===== config.mk =====
export PLATFORM = sky130hd
export DESIGN_NAME = request_to_parallel_port_bridge_top
export DESIGN_NICKNAME = d
export VERILOG_FILES = /design/src/rtl/core/rtpb_pkg.sv /design/src/rtl/core/rtpb_fsm.sv /design/src/rtl/core/request_to_parallel_port_bridge_top.sv
export SDC_FILE = /design/constraint.sdc
export NUM_CORES = 1
export LEC_CHECK = 0
export BUFFER_PORTS_ARGS = -buffer_cell sky130_fd_sc_hd__buf_4
export CORE_MARGIN = 2
export CORE_UTILIZATION = 55
export DETAILED_ROUTE_END_ITERATION = 16
export PLACE_DENSITY = 0.76
export REMOVE_ABC_BUFFERS = 1
export SLEW_MARGIN = 10
export SYNTH_ARGS = -nofsm -noshare
export SYNTH_HDL_FRONTEND = slang
export SYNTH_SLANG_ARGS = --single-unit

===== constraint.sdc =====
create_clock -name clk_i -period 7.6 [get_ports clk_i]
set_input_delay 1.9 -clock clk_i [delete_from_list [all_inputs] [get_ports clk_i]]
set_output_delay 1.9 -clock clk_i [all_outputs]
set_load 0.01 [all_outputs]

===== src/rtl/core/rtpb_pkg.sv =====
// Shared types and constants of the request to parallel-port bridge.
package rtpb_pkg;

  // Largest payload or reply in bytes.
  localparam logic [3:0] MaxPayload = 4'd8;

  // Reset value of the byte wait timeout.
  localparam logic [15:0] TimeoutReset = 16'd1000;

  // Command codes of an input transaction.
  localparam logic [1:0] CmdTick    = 2'd0;
  localparam logic [1:0] CmdControl = 2'd1;
  localparam logic [1:0] CmdMonitor = 2'd2;

  // Configuration register indexes.
  localparam logic CfgTimeout = 1'b0;
  localparam logic CfgRetry   = 1'b1;

  typedef enum logic [3:0] {
    PhIdle,
    PhAddr,
    PhLen,
    PhData,
    PhRlen,
    PhRdata
  } phase_e;

  typedef enum logic [1:0] {
    StatusOk      = 2'd0,
    StatusTimeout = 2'd1,
    StatusBadLen  = 2'd2
  } status_e;

  // One input transaction.
  typedef struct packed {
    logic [1:0]  cmd;
    logic [31:0] request_address;
    logic [3:0]  request_length;
    logic [63:0] request_payload;
    logic        strobe_n;
    logic [7:0]  port_in;
  } req_t;

  // One result transaction.
  typedef struct packed {
    logic [7:0]  port_out;
    logic        drive_port;
    logic        wait_pulse;
    logic        interrupt_line;
    logic        busy_res;
    logic        done_res;
    logic [1:0]  status;
    logic [3:0]  reply_length;
    logic [63:0] reply_data;
    logic [15:0] wait_remaining;
  } res_t;

endpackage


===== src/rtl/core/rtpb_fsm.sv =====
// Handshake state machine that turns one transaction into one result.
module rtpb_fsm (
  input  logic                clk_i,
  input  logic                rst_ni,
  input  logic                step_i,
  input  rtpb_pkg::req_t      item_i,
  input  logic [15:0]         timeout_ticks_i,
  input  logic                retry_en_i,
  output rtpb_pkg::res_t      result_o
);

  rtpb_pkg::phase_e phase_q, phase_d;
  logic [2:0]       idx_q, idx_d;
  logic [15:0]      cd_q, cd_d;
  logic [31:0]      addr_q, addr_d;
  logic [63:0]      payload_q, payload_d;
  logic [3:0]       len_q, len_d;
  logic             mon_q, mon_d;
  logic             retry_used_q, retry_used_d;
  logic [63:0]      rs_q, rs_d;
  logic [3:0]       rc_q, rc_d;
  logic [15:0]      last_wait_q, last_wait_d;

  // Decoded view of the current transaction.
  logic             busy;
  logic             is_req;
  logic             cd_live;
  logic             timed;
  logic             fire;
  logic [15:0]      cd_new;
  logic [7:0]       port_byte;
  logic             go_wait;
  rtpb_pkg::phase_e wait_phase;
  logic [2:0]       wait_idx;
  logic             fin;
  rtpb_pkg::status_e fin_st;
  logic             retry;
  logic [3:0]       rc_new;
  logic [63:0]      rs_new;
  logic [5:0]       sh;
  logic [3:0]       idx_inc;
  logic [3:0]       len_sat;

  assign busy    = (phase_q inside {rtpb_pkg::PhAddr, rtpb_pkg::PhLen, rtpb_pkg::PhData,
                                    rtpb_pkg::PhRlen, rtpb_pkg::PhRdata});
  assign is_req  = (item_i.cmd == rtpb_pkg::CmdControl) ||
                   (item_i.cmd == rtpb_pkg::CmdMonitor);
  assign cd_live = (cd_q != 16'd0);
  assign timed   = !cd_live || (item_i.strobe_n && (cd_q == 16'd1));
  assign fire    = !cd_live || !item_i.strobe_n || (cd_q == 16'd1);
  assign cd_new  = (cd_live && item_i.strobe_n) ? (cd_q - 16'd1) : cd_q;
  assign sh      = {idx_q, 3'b000};
  assign idx_inc = {1'b0, idx_q} + 4'd1;
  assign len_sat = (item_i.request_length > rtpb_pkg::MaxPayload) ?
                   rtpb_pkg::MaxPayload : item_i.request_length;
  assign retry   = fin && (fin_st != rtpb_pkg::StatusOk) && mon_q && retry_en_i &&
                   !retry_used_q;

  // Work out what the byte that completes in this tick does.
  always_comb begin
    port_byte  = 8'h00;
    go_wait    = 1'b0;
    wait_phase = rtpb_pkg::PhIdle;
    wait_idx   = 3'd0;
    fin        = 1'b0;
    fin_st     = rtpb_pkg::StatusOk;
    rc_new     = rc_q;
    rs_new     = rs_q;
    if (busy && fire) begin
      case (phase_q)
        rtpb_pkg::PhAddr: begin
          port_byte = 8'(addr_q >> {idx_q[1:0], 3'b000});
          if (timed) begin
            fin    = 1'b1;
            fin_st = rtpb_pkg::StatusTimeout;
          end else if (idx_q[1:0] != 2'd3) begin
            go_wait    = 1'b1;
            wait_phase = rtpb_pkg::PhAddr;
            wait_idx   = {1'b0, idx_q[1:0] + 2'd1};
          end else begin
            go_wait    = 1'b1;
            wait_phase = rtpb_pkg::PhLen;
          end
        end
        rtpb_pkg::PhLen: begin
          port_byte = {4'h0, len_q};
          if (timed) begin
            fin    = 1'b1;
            fin_st = rtpb_pkg::StatusTimeout;
          end else if (mon_q) begin
            go_wait    = 1'b1;
            wait_phase = rtpb_pkg::PhRlen;
          end else if (len_q == 4'd0) begin
            fin = 1'b1;
          end else begin
            go_wait    = 1'b1;
            wait_phase = rtpb_pkg::PhData;
          end
        end
        rtpb_pkg::PhData: begin
          port_byte = 8'(payload_q >> sh);
          if (timed) begin
            fin    = 1'b1;
            fin_st = rtpb_pkg::StatusTimeout;
          end else if (idx_inc < len_q) begin
            go_wait    = 1'b1;
            wait_phase = rtpb_pkg::PhData;
            wait_idx   = idx_inc[2:0];
          end else begin
            fin = 1'b1;
          end
        end
        rtpb_pkg::PhRlen: begin
          if (timed) begin
            fin    = 1'b1;
            fin_st = rtpb_pkg::StatusTimeout;
          end else if (item_i.port_in > {4'h0, rtpb_pkg::MaxPayload}) begin
            fin    = 1'b1;
            fin_st = rtpb_pkg::StatusBadLen;
          end else begin
            rc_new = item_i.port_in[3:0];
            if (item_i.port_in == 8'h00) begin
              fin = 1'b1;
            end else begin
              go_wait    = 1'b1;
              wait_phase = rtpb_pkg::PhRdata;
            end
          end
        end
        rtpb_pkg::PhRdata: begin
          rs_new = (rs_q & ~(64'hFF << sh)) | ({56'h0, item_i.port_in} << sh);
          if (timed) begin
            fin    = 1'b1;
            fin_st = rtpb_pkg::StatusTimeout;
          end else if (idx_inc < rc_q) begin
            go_wait    = 1'b1;
            wait_phase = rtpb_pkg::PhRdata;
            wait_idx   = idx_inc[2:0];
          end else begin
            fin = 1'b1;
          end
        end
        default: begin
          port_byte = 8'h00;
        end
      endcase
    end
  end

  // Next state.
  always_comb begin
    phase_d      = phase_q;
    idx_d        = idx_q;
    cd_d         = cd_q;
    addr_d       = addr_q;
    payload_d    = payload_q;
    len_d        = len_q;
    mon_d        = mon_q;
    retry_used_d = retry_used_q;
    rs_d         = rs_q;
    rc_d         = rc_q;
    last_wait_d  = last_wait_q;
    if (step_i) begin
      if (!busy) begin
        phase_d = rtpb_pkg::PhIdle;
        if (is_req) begin
          addr_d       = item_i.request_address;
          payload_d    = item_i.request_payload;
          mon_d        = (item_i.cmd == rtpb_pkg::CmdMonitor);
          len_d        = (item_i.cmd == rtpb_pkg::CmdMonitor) ? 4'd0 : len_sat;
          retry_used_d = 1'b0;
          rs_d         = 64'h0;
          rc_d         = 4'd0;
          phase_d      = rtpb_pkg::PhAddr;
          idx_d        = 3'd0;
          cd_d         = timeout_ticks_i;
        end
      end else begin
        cd_d = cd_new;
        if (fire) begin
          last_wait_d = cd_new;
          rc_d        = rc_new;
          rs_d        = rs_new;
          if (go_wait) begin
            phase_d = wait_phase;
            idx_d   = wait_idx;
            cd_d    = timeout_ticks_i;
          end else if (retry) begin
            retry_used_d = 1'b1;
            rs_d         = 64'h0;
            rc_d         = 4'd0;
            phase_d      = rtpb_pkg::PhAddr;
            idx_d        = 3'd0;
            cd_d         = timeout_ticks_i;
          end else if (fin) begin
            phase_d = rtpb_pkg::PhIdle;
            idx_d   = 3'd0;
          end
        end
      end
    end
  end

  // Result of this tick.
  always_comb begin
    result_o                = '0;
    result_o.wait_remaining = last_wait_q;
    if (!busy) begin
      result_o.drive_port = 1'b1;
      result_o.busy_res   = is_req;
    end else begin
      result_o.busy_res   = 1'b1;
      result_o.drive_port = (phase_q inside {rtpb_pkg::PhAddr, rtpb_pkg::PhLen,
                                             rtpb_pkg::PhData});
      if (fire) begin
        result_o.wait_remaining = cd_new;
        result_o.wait_pulse     = 1'b1;
        result_o.port_out       = port_byte;
        if (fin && !retry) begin
          result_o.busy_res = 1'b0;
          result_o.done_res = 1'b1;
          result_o.status   = fin_st;
          if ((fin_st == rtpb_pkg::StatusOk) && mon_q) begin
            result_o.reply_length = rc_new;
            result_o.reply_data   = rs_new;
          end
        end
      end
    end
    result_o.interrupt_line = result_o.busy_res;
  end

  // State registers.
  always_ff @(posedge clk_i or negedge rst_ni) begin
    if (!rst_ni) begin
      phase_q      <= rtpb_pkg::PhIdle;
      idx_q        <= 3'd0;
      cd_q         <= 16'd0;
      addr_q       <= 32'h0;
      payload_q    <= 64'h0;
      len_q        <= 4'd0;
      mon_q        <= 1'b0;
      retry_used_q <= 1'b0;
      rs_q         <= 64'h0;
      rc_q         <= 4'd0;
      last_wait_q  <= 16'd0;
    end else begin
      phase_q      <= phase_d;
      idx_q        <= idx_d;
      cd_q         <= cd_d;
      addr_q       <= addr_d;
      payload_q    <= payload_d;
      len_q        <= len_d;
      mon_q        <= mon_d;
      retry_used_q <= retry_used_d;
      rs_q         <= rs_d;
      rc_q         <= rc_d;
      last_wait_q  <= last_wait_d;
    end
  end

`ifndef SYNTHESIS
  // A wait never starts while the transaction also finishes.
  assert property (@(posedge clk_i) disable iff (!rst_ni) !(go_wait && fin))
    else $error("rtpb_fsm: wait start and finish together");

  // A retry leaves the machine sending the first address byte.
  assert property (@(posedge clk_i) disable iff (!rst_ni)
                   (step_i && busy && fire && retry) |=>
                   (phase_q == rtpb_pkg::PhAddr) && (idx_q == 3'd0) && retry_used_q)
    else $error("rtpb_fsm: retry did not restart the address bytes");

  // The reply count never exceeds the largest reply.
  assert property (@(posedge clk_i) disable iff (!rst_ni) rc_q <= rtpb_pkg::MaxPayload)
    else $error("rtpb_fsm: reply count out of range");
`endif

endmodule


===== src/rtl/core/request_to_parallel_port_bridge_top.sv =====
// Top level of the request to parallel-port bridge: input, state machine and result register.
// A transaction is held in the input register and, once the result register is free or being
// emptied, is stepped through the state machine into the result register.
// Throughput: one transaction per cycle while the output does not stall, set by the state
// machine step between the input register and the result register.
// Reset clears the valid flags and the state machine and loads the register defaults
// (timeout 1000 ticks, monitor retry enabled).
module request_to_parallel_port_bridge_top (
  input  logic        clk_i,
  input  logic        rst_ni,
  // Configuration write port.
  input  logic        cfg_we_i,
  input  logic        cfg_index_i,
  input  logic [15:0] cfg_data_i,
  // Input channel.
  input  logic        in_valid_i,
  output logic        in_stall_o,
  input  logic [1:0]  cmd_i,
  input  logic [31:0] request_address_i,
  input  logic [3:0]  request_length_i,
  input  logic [63:0] request_payload_i,
  input  logic        strobe_n_i,
  input  logic [7:0]  port_in_i,
  // Output channel.
  output logic        out_valid_o,
  input  logic        out_stall_i,
  output logic [7:0]  port_out_o,
  output logic        drive_port_o,
  output logic        wait_pulse_o,
  output logic        interrupt_line_o,
  output logic        busy_res_o,
  output logic        done_res_o,
  output logic [1:0]  status_o,
  output logic [3:0]  reply_length_o,
  output logic [63:0] reply_data_o,
  output logic [15:0] wait_remaining_o
);

  logic [15:0]     timeout_q;
  logic            retry_en_q;
  rtpb_pkg::req_t  in_q, in_d;
  logic            in_valid_q, in_valid_d;
  rtpb_pkg::res_t  out_q;
  rtpb_pkg::res_t  step_res;
  logic            out_valid_q, out_valid_d;
  logic            advance;
  logic            in_take;

  // Handshake control.
  assign advance    = in_valid_q && (!out_valid_q || !out_stall_i);
  assign in_stall_o = in_valid_q && !advance;
  assign in_take    = in_valid_i && !in_stall_o;

  always_comb begin
    in_d.cmd             = cmd_i;
    in_d.request_address = request_address_i;
    in_d.request_length  = request_length_i;
    in_d.request_payload = request_payload_i;
    in_d.strobe_n        = strobe_n_i;
    in_d.port_in         = port_in_i;
  end

  assign in_valid_d  = in_take ? 1'b1 : (advance ? 1'b0 : in_valid_q);
  assign out_valid_d = advance ? 1'b1 : ((out_valid_q && !out_stall_i) ? 1'b0 : out_valid_q);

  // Configuration registers.
  always_ff @(posedge clk_i or negedge rst_ni) begin
    if (!rst_ni) begin
      timeout_q  <= rtpb_pkg::TimeoutReset;
      retry_en_q <= 1'b1;
    end else if (cfg_we_i) begin
      case (cfg_index_i)
        rtpb_pkg::CfgTimeout: timeout_q  <= cfg_data_i;
        rtpb_pkg::CfgRetry:   retry_en_q <= cfg_data_i[0];
        default:              timeout_q  <= timeout_q;
      endcase
    end
  end

  // Valid flags.
  always_ff @(posedge clk_i or negedge rst_ni) begin
    if (!rst_ni) begin
      in_valid_q  <= 1'b0;
      out_valid_q <= 1'b0;
    end else begin
      in_valid_q  <= in_valid_d;
      out_valid_q <= out_valid_d;
    end
  end

  // Input and result payload registers.
  always_ff @(posedge clk_i) begin
    if (in_take) begin
      in_q <= in_d;
    end
    if (advance) begin
      out_q <= step_res;
    end
  end

  rtpb_fsm u_fsm (
    .clk_i           (clk_i),
    .rst_ni          (rst_ni),
    .step_i          (advance),
    .item_i          (in_q),
    .timeout_ticks_i (timeout_q),
    .retry_en_i      (retry_en_q),
    .result_o        (step_res)
  );

  assign out_valid_o      = out_valid_q;
  assign port_out_o       = out_q.port_out;
  assign drive_port_o     = out_q.drive_port;
  assign wait_pulse_o     = out_q.wait_pulse;
  assign interrupt_line_o = out_q.interrupt_line;
  assign busy_res_o       = out_q.busy_res;
  assign done_res_o       = out_q.done_res;
  assign status_o         = out_q.status;
  assign reply_length_o   = out_q.reply_length;
  assign reply_data_o     = out_q.reply_data;
  assign wait_remaining_o = out_q.wait_remaining;

`ifndef SYNTHESIS
  // The input side only stalls while a finished result waits to be taken.
  assert property (@(posedge clk_i) disable iff (!rst_ni)
                   in_stall_o |-> (out_valid_q && out_stall_i))
    else $error("bridge: input stalled without a blocked result");

  // A step always leaves a result to deliver.
  assert property (@(posedge clk_i) disable iff (!rst_ni) advance |=> out_valid_q)
    else $error("bridge: stepped transaction produced no result");

  // A finishing result is never busy, and the interrupt follows busy.
  assert property (@(posedge clk_i) disable iff (!rst_ni)
                   out_valid_q |-> !(out_q.done_res && out_q.busy_res) &&
                   (out_q.interrupt_line == out_q.busy_res))
    else $error("bridge: inconsistent busy, done or interrupt");

  // Status and reply fields are only set on a finishing result.
  assert property (@(posedge clk_i) disable iff (!rst_ni)
                   (out_valid_q && !out_q.done_res) |->
                   (out_q.status == 2'd0) && (out_q.reply_length == 4'd0))
    else $error("bridge: status outside a finishing result");
`endif

endmodule

==> run_results.csv <==
group,metric,value,unit
outcome,status,"complete, no violations",
floorplan,die_area,34440,um^2
layout,ff_latch_area,11970,um^2
layout,area_delta_synth_final,18.84,%
logic_synthesis,synth_top_area_cell,"edfxtp_1",
global_routing,grt_pass1_wl,62130,um
layout,final_common_cell,"buf_4",
clock_network,clock_latency,550,ps
logic_synthesis,synth_compound_area_share,9.412,%
drt,ant_nets,0,
power_and_ir_drop,seqPwrFrac,49.0,%
global_routing,grt_usage,23.35,%
logic_synthesis,yosysSeqAreaShare,65.99,%
sta,slew_headroom,11.00,%
drt,wl_per_cell,19.29,um
logic_synthesis,synthMuxAreaShare,11.30,%
layout,diodes,0,
sta,hold_violations,0,
global_routing,grt_overflow_total,0,
power_and_ir_drop,power.internal,4872,uW
clock_network,h-tree-depth,2,
power_and_ir_drop,p_leak,0.008491,uW
drt,first_pass_iters,6,
worst_setup_path,critPathKind,"input port to flip-flop",
clock_network,cts_setup_buffers,0,
layout,layout_common_cells,"243 x buf_4, 218 x dfrtp_1, 209 x edfxtp_1",
logic_synthesis,synth_xor_area_share,0.7245,%
power_and_ir_drop,p_comb_share,20.9,%
sta,fmax,0.2291,GHz
clock_network,cts_hold_buf,0,
sta,drv_slew,0,
layout,nets,1704,
worst_setup_path,critPathLaunch,"out_stall_i",
power_and_ir_drop,power_switching,1850,uW
place,io_buffers,233,
logic_synthesis,synth_cells,1341,
drt,wl_met3,2840,um
worst_setup_path,cp_data_arrival_time,4830,ps
worst_setup_path,crit_fanout,80,
sta,setup_viol,0,
power_and_ir_drop,power.density,311.9,nW/um^2
power_and_ir_drop,clock_power_share,30.1,%
drt,wl_met2,18910,um
logic_synthesis,ys_ff_latch,436,
sta,period_needed,4364,ps
logic_synthesis,synthAdderAreaFrac,1.035,%
drt,vias,11679,
sta,rsz0062_at_grt,"false",
logic_synthesis,synth-main-ff-cell,"dfrtp_1",
layout,multiInputGateArea,5732,um^2
logic_synthesis,synth_top_family_by_area,"multiplexers",
clock_network,clock_path_buffers,3,
drt,drtIter0Drc,947,
logic_synthesis,synth.top_cell.area_share,34.61,%
logic_synthesis,synth_area_leaders,"edfxtp_1 35%, dfrtp_1 30%, mux2_2 7.3%, nand2_1 3.3%, o21ai_0 3.0%",
logic_synthesis,yosys.area_share.simple,9.067,%
logic_synthesis,async_flop_share,52.06,%
place,dpl_worst_slack,2649,ps
clock_network,numCtsBuffers,43,
power_and_ir_drop,ir_drop,0.0002375,V
power_and_ir_drop,power.total,6722,uW
worst_setup_path,crit_path_start_kind,"input port",
place,place_hpwl,26190,um
global_routing,antenna_found_initial,0,
sta,min_period_over_period,57.42,%
floorplan,start_util,55.73,%
clock_network,cts.clk_slew.worst_paths,60,ps
floorplan,fp.dieW,185.6,um
worst_setup_path,cp.required,8070,ps
logic_synthesis,synth_edf_count,209,
sta,worst_slew_pin_slew,1325,ps
sta,finalClockSkew,23.52,ps
logic_synthesis,avgSynthCellArea,13.52,um^2
worst_setup_path,critPathCaptureType,"flip-flop",
floorplan,core_area,32540,um^2
drt,highest_layer,"met4",
floorplan,fp.dieH,185.6,um
drt,via_per_inst,5.745,
global_routing,grt_pass1_vias,11740,
logic_synthesis,synth_area,18130,um^2
sta,tns,0,ps
layout,drive_gt1_share,30.04,%
floorplan,rows,66,
worst_setup_path,r2r-start,"u_fsm.idx_q[2]$_DFFE_PN0P_",
clock_network,ctsResizeCount,0,
place,dp_cells,1953,
layout,final_cell_count_no_fill,2033,
power_and_ir_drop,swShare,27.52,%
worst_hold_path,worstHoldPathType,"flip-flop to flip-flop",
run,maxCapViolations,0,
clock_network,tritoncts,"built",
sta,holdWs,472.4,ps
drt,drc_errors,0,
worst_hold_path,min_from,"in_q[80]$_DFFE_PP_",
logic_synthesis,ys_warn_count,0,
global_routing,grt_max_degree,88,
drt,wl_met1,16410,um
layout,nFillCells,2440,
floorplan,ioPinCount,234,
sta,worst_slack,3236,ps
place,globalplace.congestion,0.8223,
logic_synthesis,yosys.cell_types.count,63,
clock_network,clockRootBuffer,"clkbuf_16",
clock_network,numClockSinks,436,
drt,wl,39210,um
[cell usage after synthesis, types with 3 or more instances]
master	number
a211oi_1	4
a21o_1	9
a21oi_1	16
a22o_1	6
a22oi_1	69
a2bb2oi_1	9
a311oi_1	4
and2_1	14
and3_1	6
buf_1	10
buf_2	17
buf_6	7
clkbuf_1	39
dfrtp_1	220
dfstp_2	7
edfxtp_1	209
ha_1	15
inv_1	25
mux2_2	117
mux2i_1	19
mux4_2	24
nand2_1	158
nand2b_1	4
nand3_1	14
nand3b_1	3
nor2_1	98
nor2b_1	6
nor3_1	14
nor3b_1	3
nor4_1	7
nor4_4	4
nor4b_1	4
o21ai_0	110
o21ai_1	10
o22ai_1	6
o31a_1	5
or4_1	3
xnor2_1	10
xor2_1	5
[power groups by stage]
stage | Clock [uW] | Combinational (uW) | Sequential [uW]
6_report | 2020 | 1410 | 3300
5_1_grt | 2160 | 1550 | 3360
2_1_floorplan | 0 | 970 | 3290
3_3_place_gp | 0 | 1360 | 3310
4_1_cts | 2070 | 1420 | 3300
3_5_place_dp | 0 | 1410 | 3340
[path summary, 6_finish.rpt]
kind	endpoint	slack [ps]	cells past startpoint
worst max-delay path	u_fsm.rs_q[53]$_DFFE_PN0P_	3240	9
worst min-delay path	u_fsm.addr_q[3]$_DFFE_PN0P_	470	1
worst max register to register	reply_length_o[3]$_SDFFCE_PN0P_	3260	10
worst min register to register	u_fsm.addr_q[3]$_DFFE_PN0P_	470	1
max in group asynchronous	u_fsm.idx_q[1]$_DFFE_PN0P_	4830	2
min in group asynchronous	u_fsm.payload_q[5]$_DFFE_PN0P_	1340	1
[metal layers]
layer,global-route usage (%),vias to the layer above
li1,-,5355
met1,32.22,5749
met2,38.01,492
met3,3.796,83
met4,8.283,0
met5,0,-
[area by class of cell]
class	instances	area share [%]
multi-input cells	806	26.60
repair buffers	244	8.535
clock buffers	58	5.632
inverters	25	0.4471
well taps	442	2.566
flip-flops and latches	436	55.54
clock inverters	22	0.6851
[cells by family after synthesis]
| logic type | Yosys count |
|---|---|
| mux | 160 |
| flops | 436 |
| fa+ha+maj | 15 |
| buf+inv | 99 |
| simple gates | 352 |
| xor+xnor | 15 |
| compound gates | 264 |
[state kept, by name, summed over array words and instances, names as in the netlist, 2 cells and up]
register	count
in_q	111
port_out_o	8
reply_data_o	64
reply_length_o	4
status_o	2
timeout_q	16
u_fsm.addr_q	32
u_fsm.cd_q	16
u_fsm.idx_q	3
u_fsm.last_wait_q	16
u_fsm.len_q	4
u_fsm.payload_q	64
u_fsm.phase_q	3
u_fsm.rc_q	4
u_fsm.rs_q	64
wait_remaining_o	16
[per-stage QoR]
step	utilization [%]	instance area, um^2
global route	66.23	21550
CTS	66.22	21540
finish	66.23	21550
floorplan	-	17780
global placement	62.03	20180
detailed placement	62.03	20180
[worst max-delay path, stage by stage]
cell       delay, ps
buf_4            110
nand2_1           70
nand2_1          170
inv_4            300
buf_4            780
o2111ai_2        560
o21ai_1          670
nand2_1          130
o21ai_0          100
Note: power is estimated with default switching activity, not from simulation.
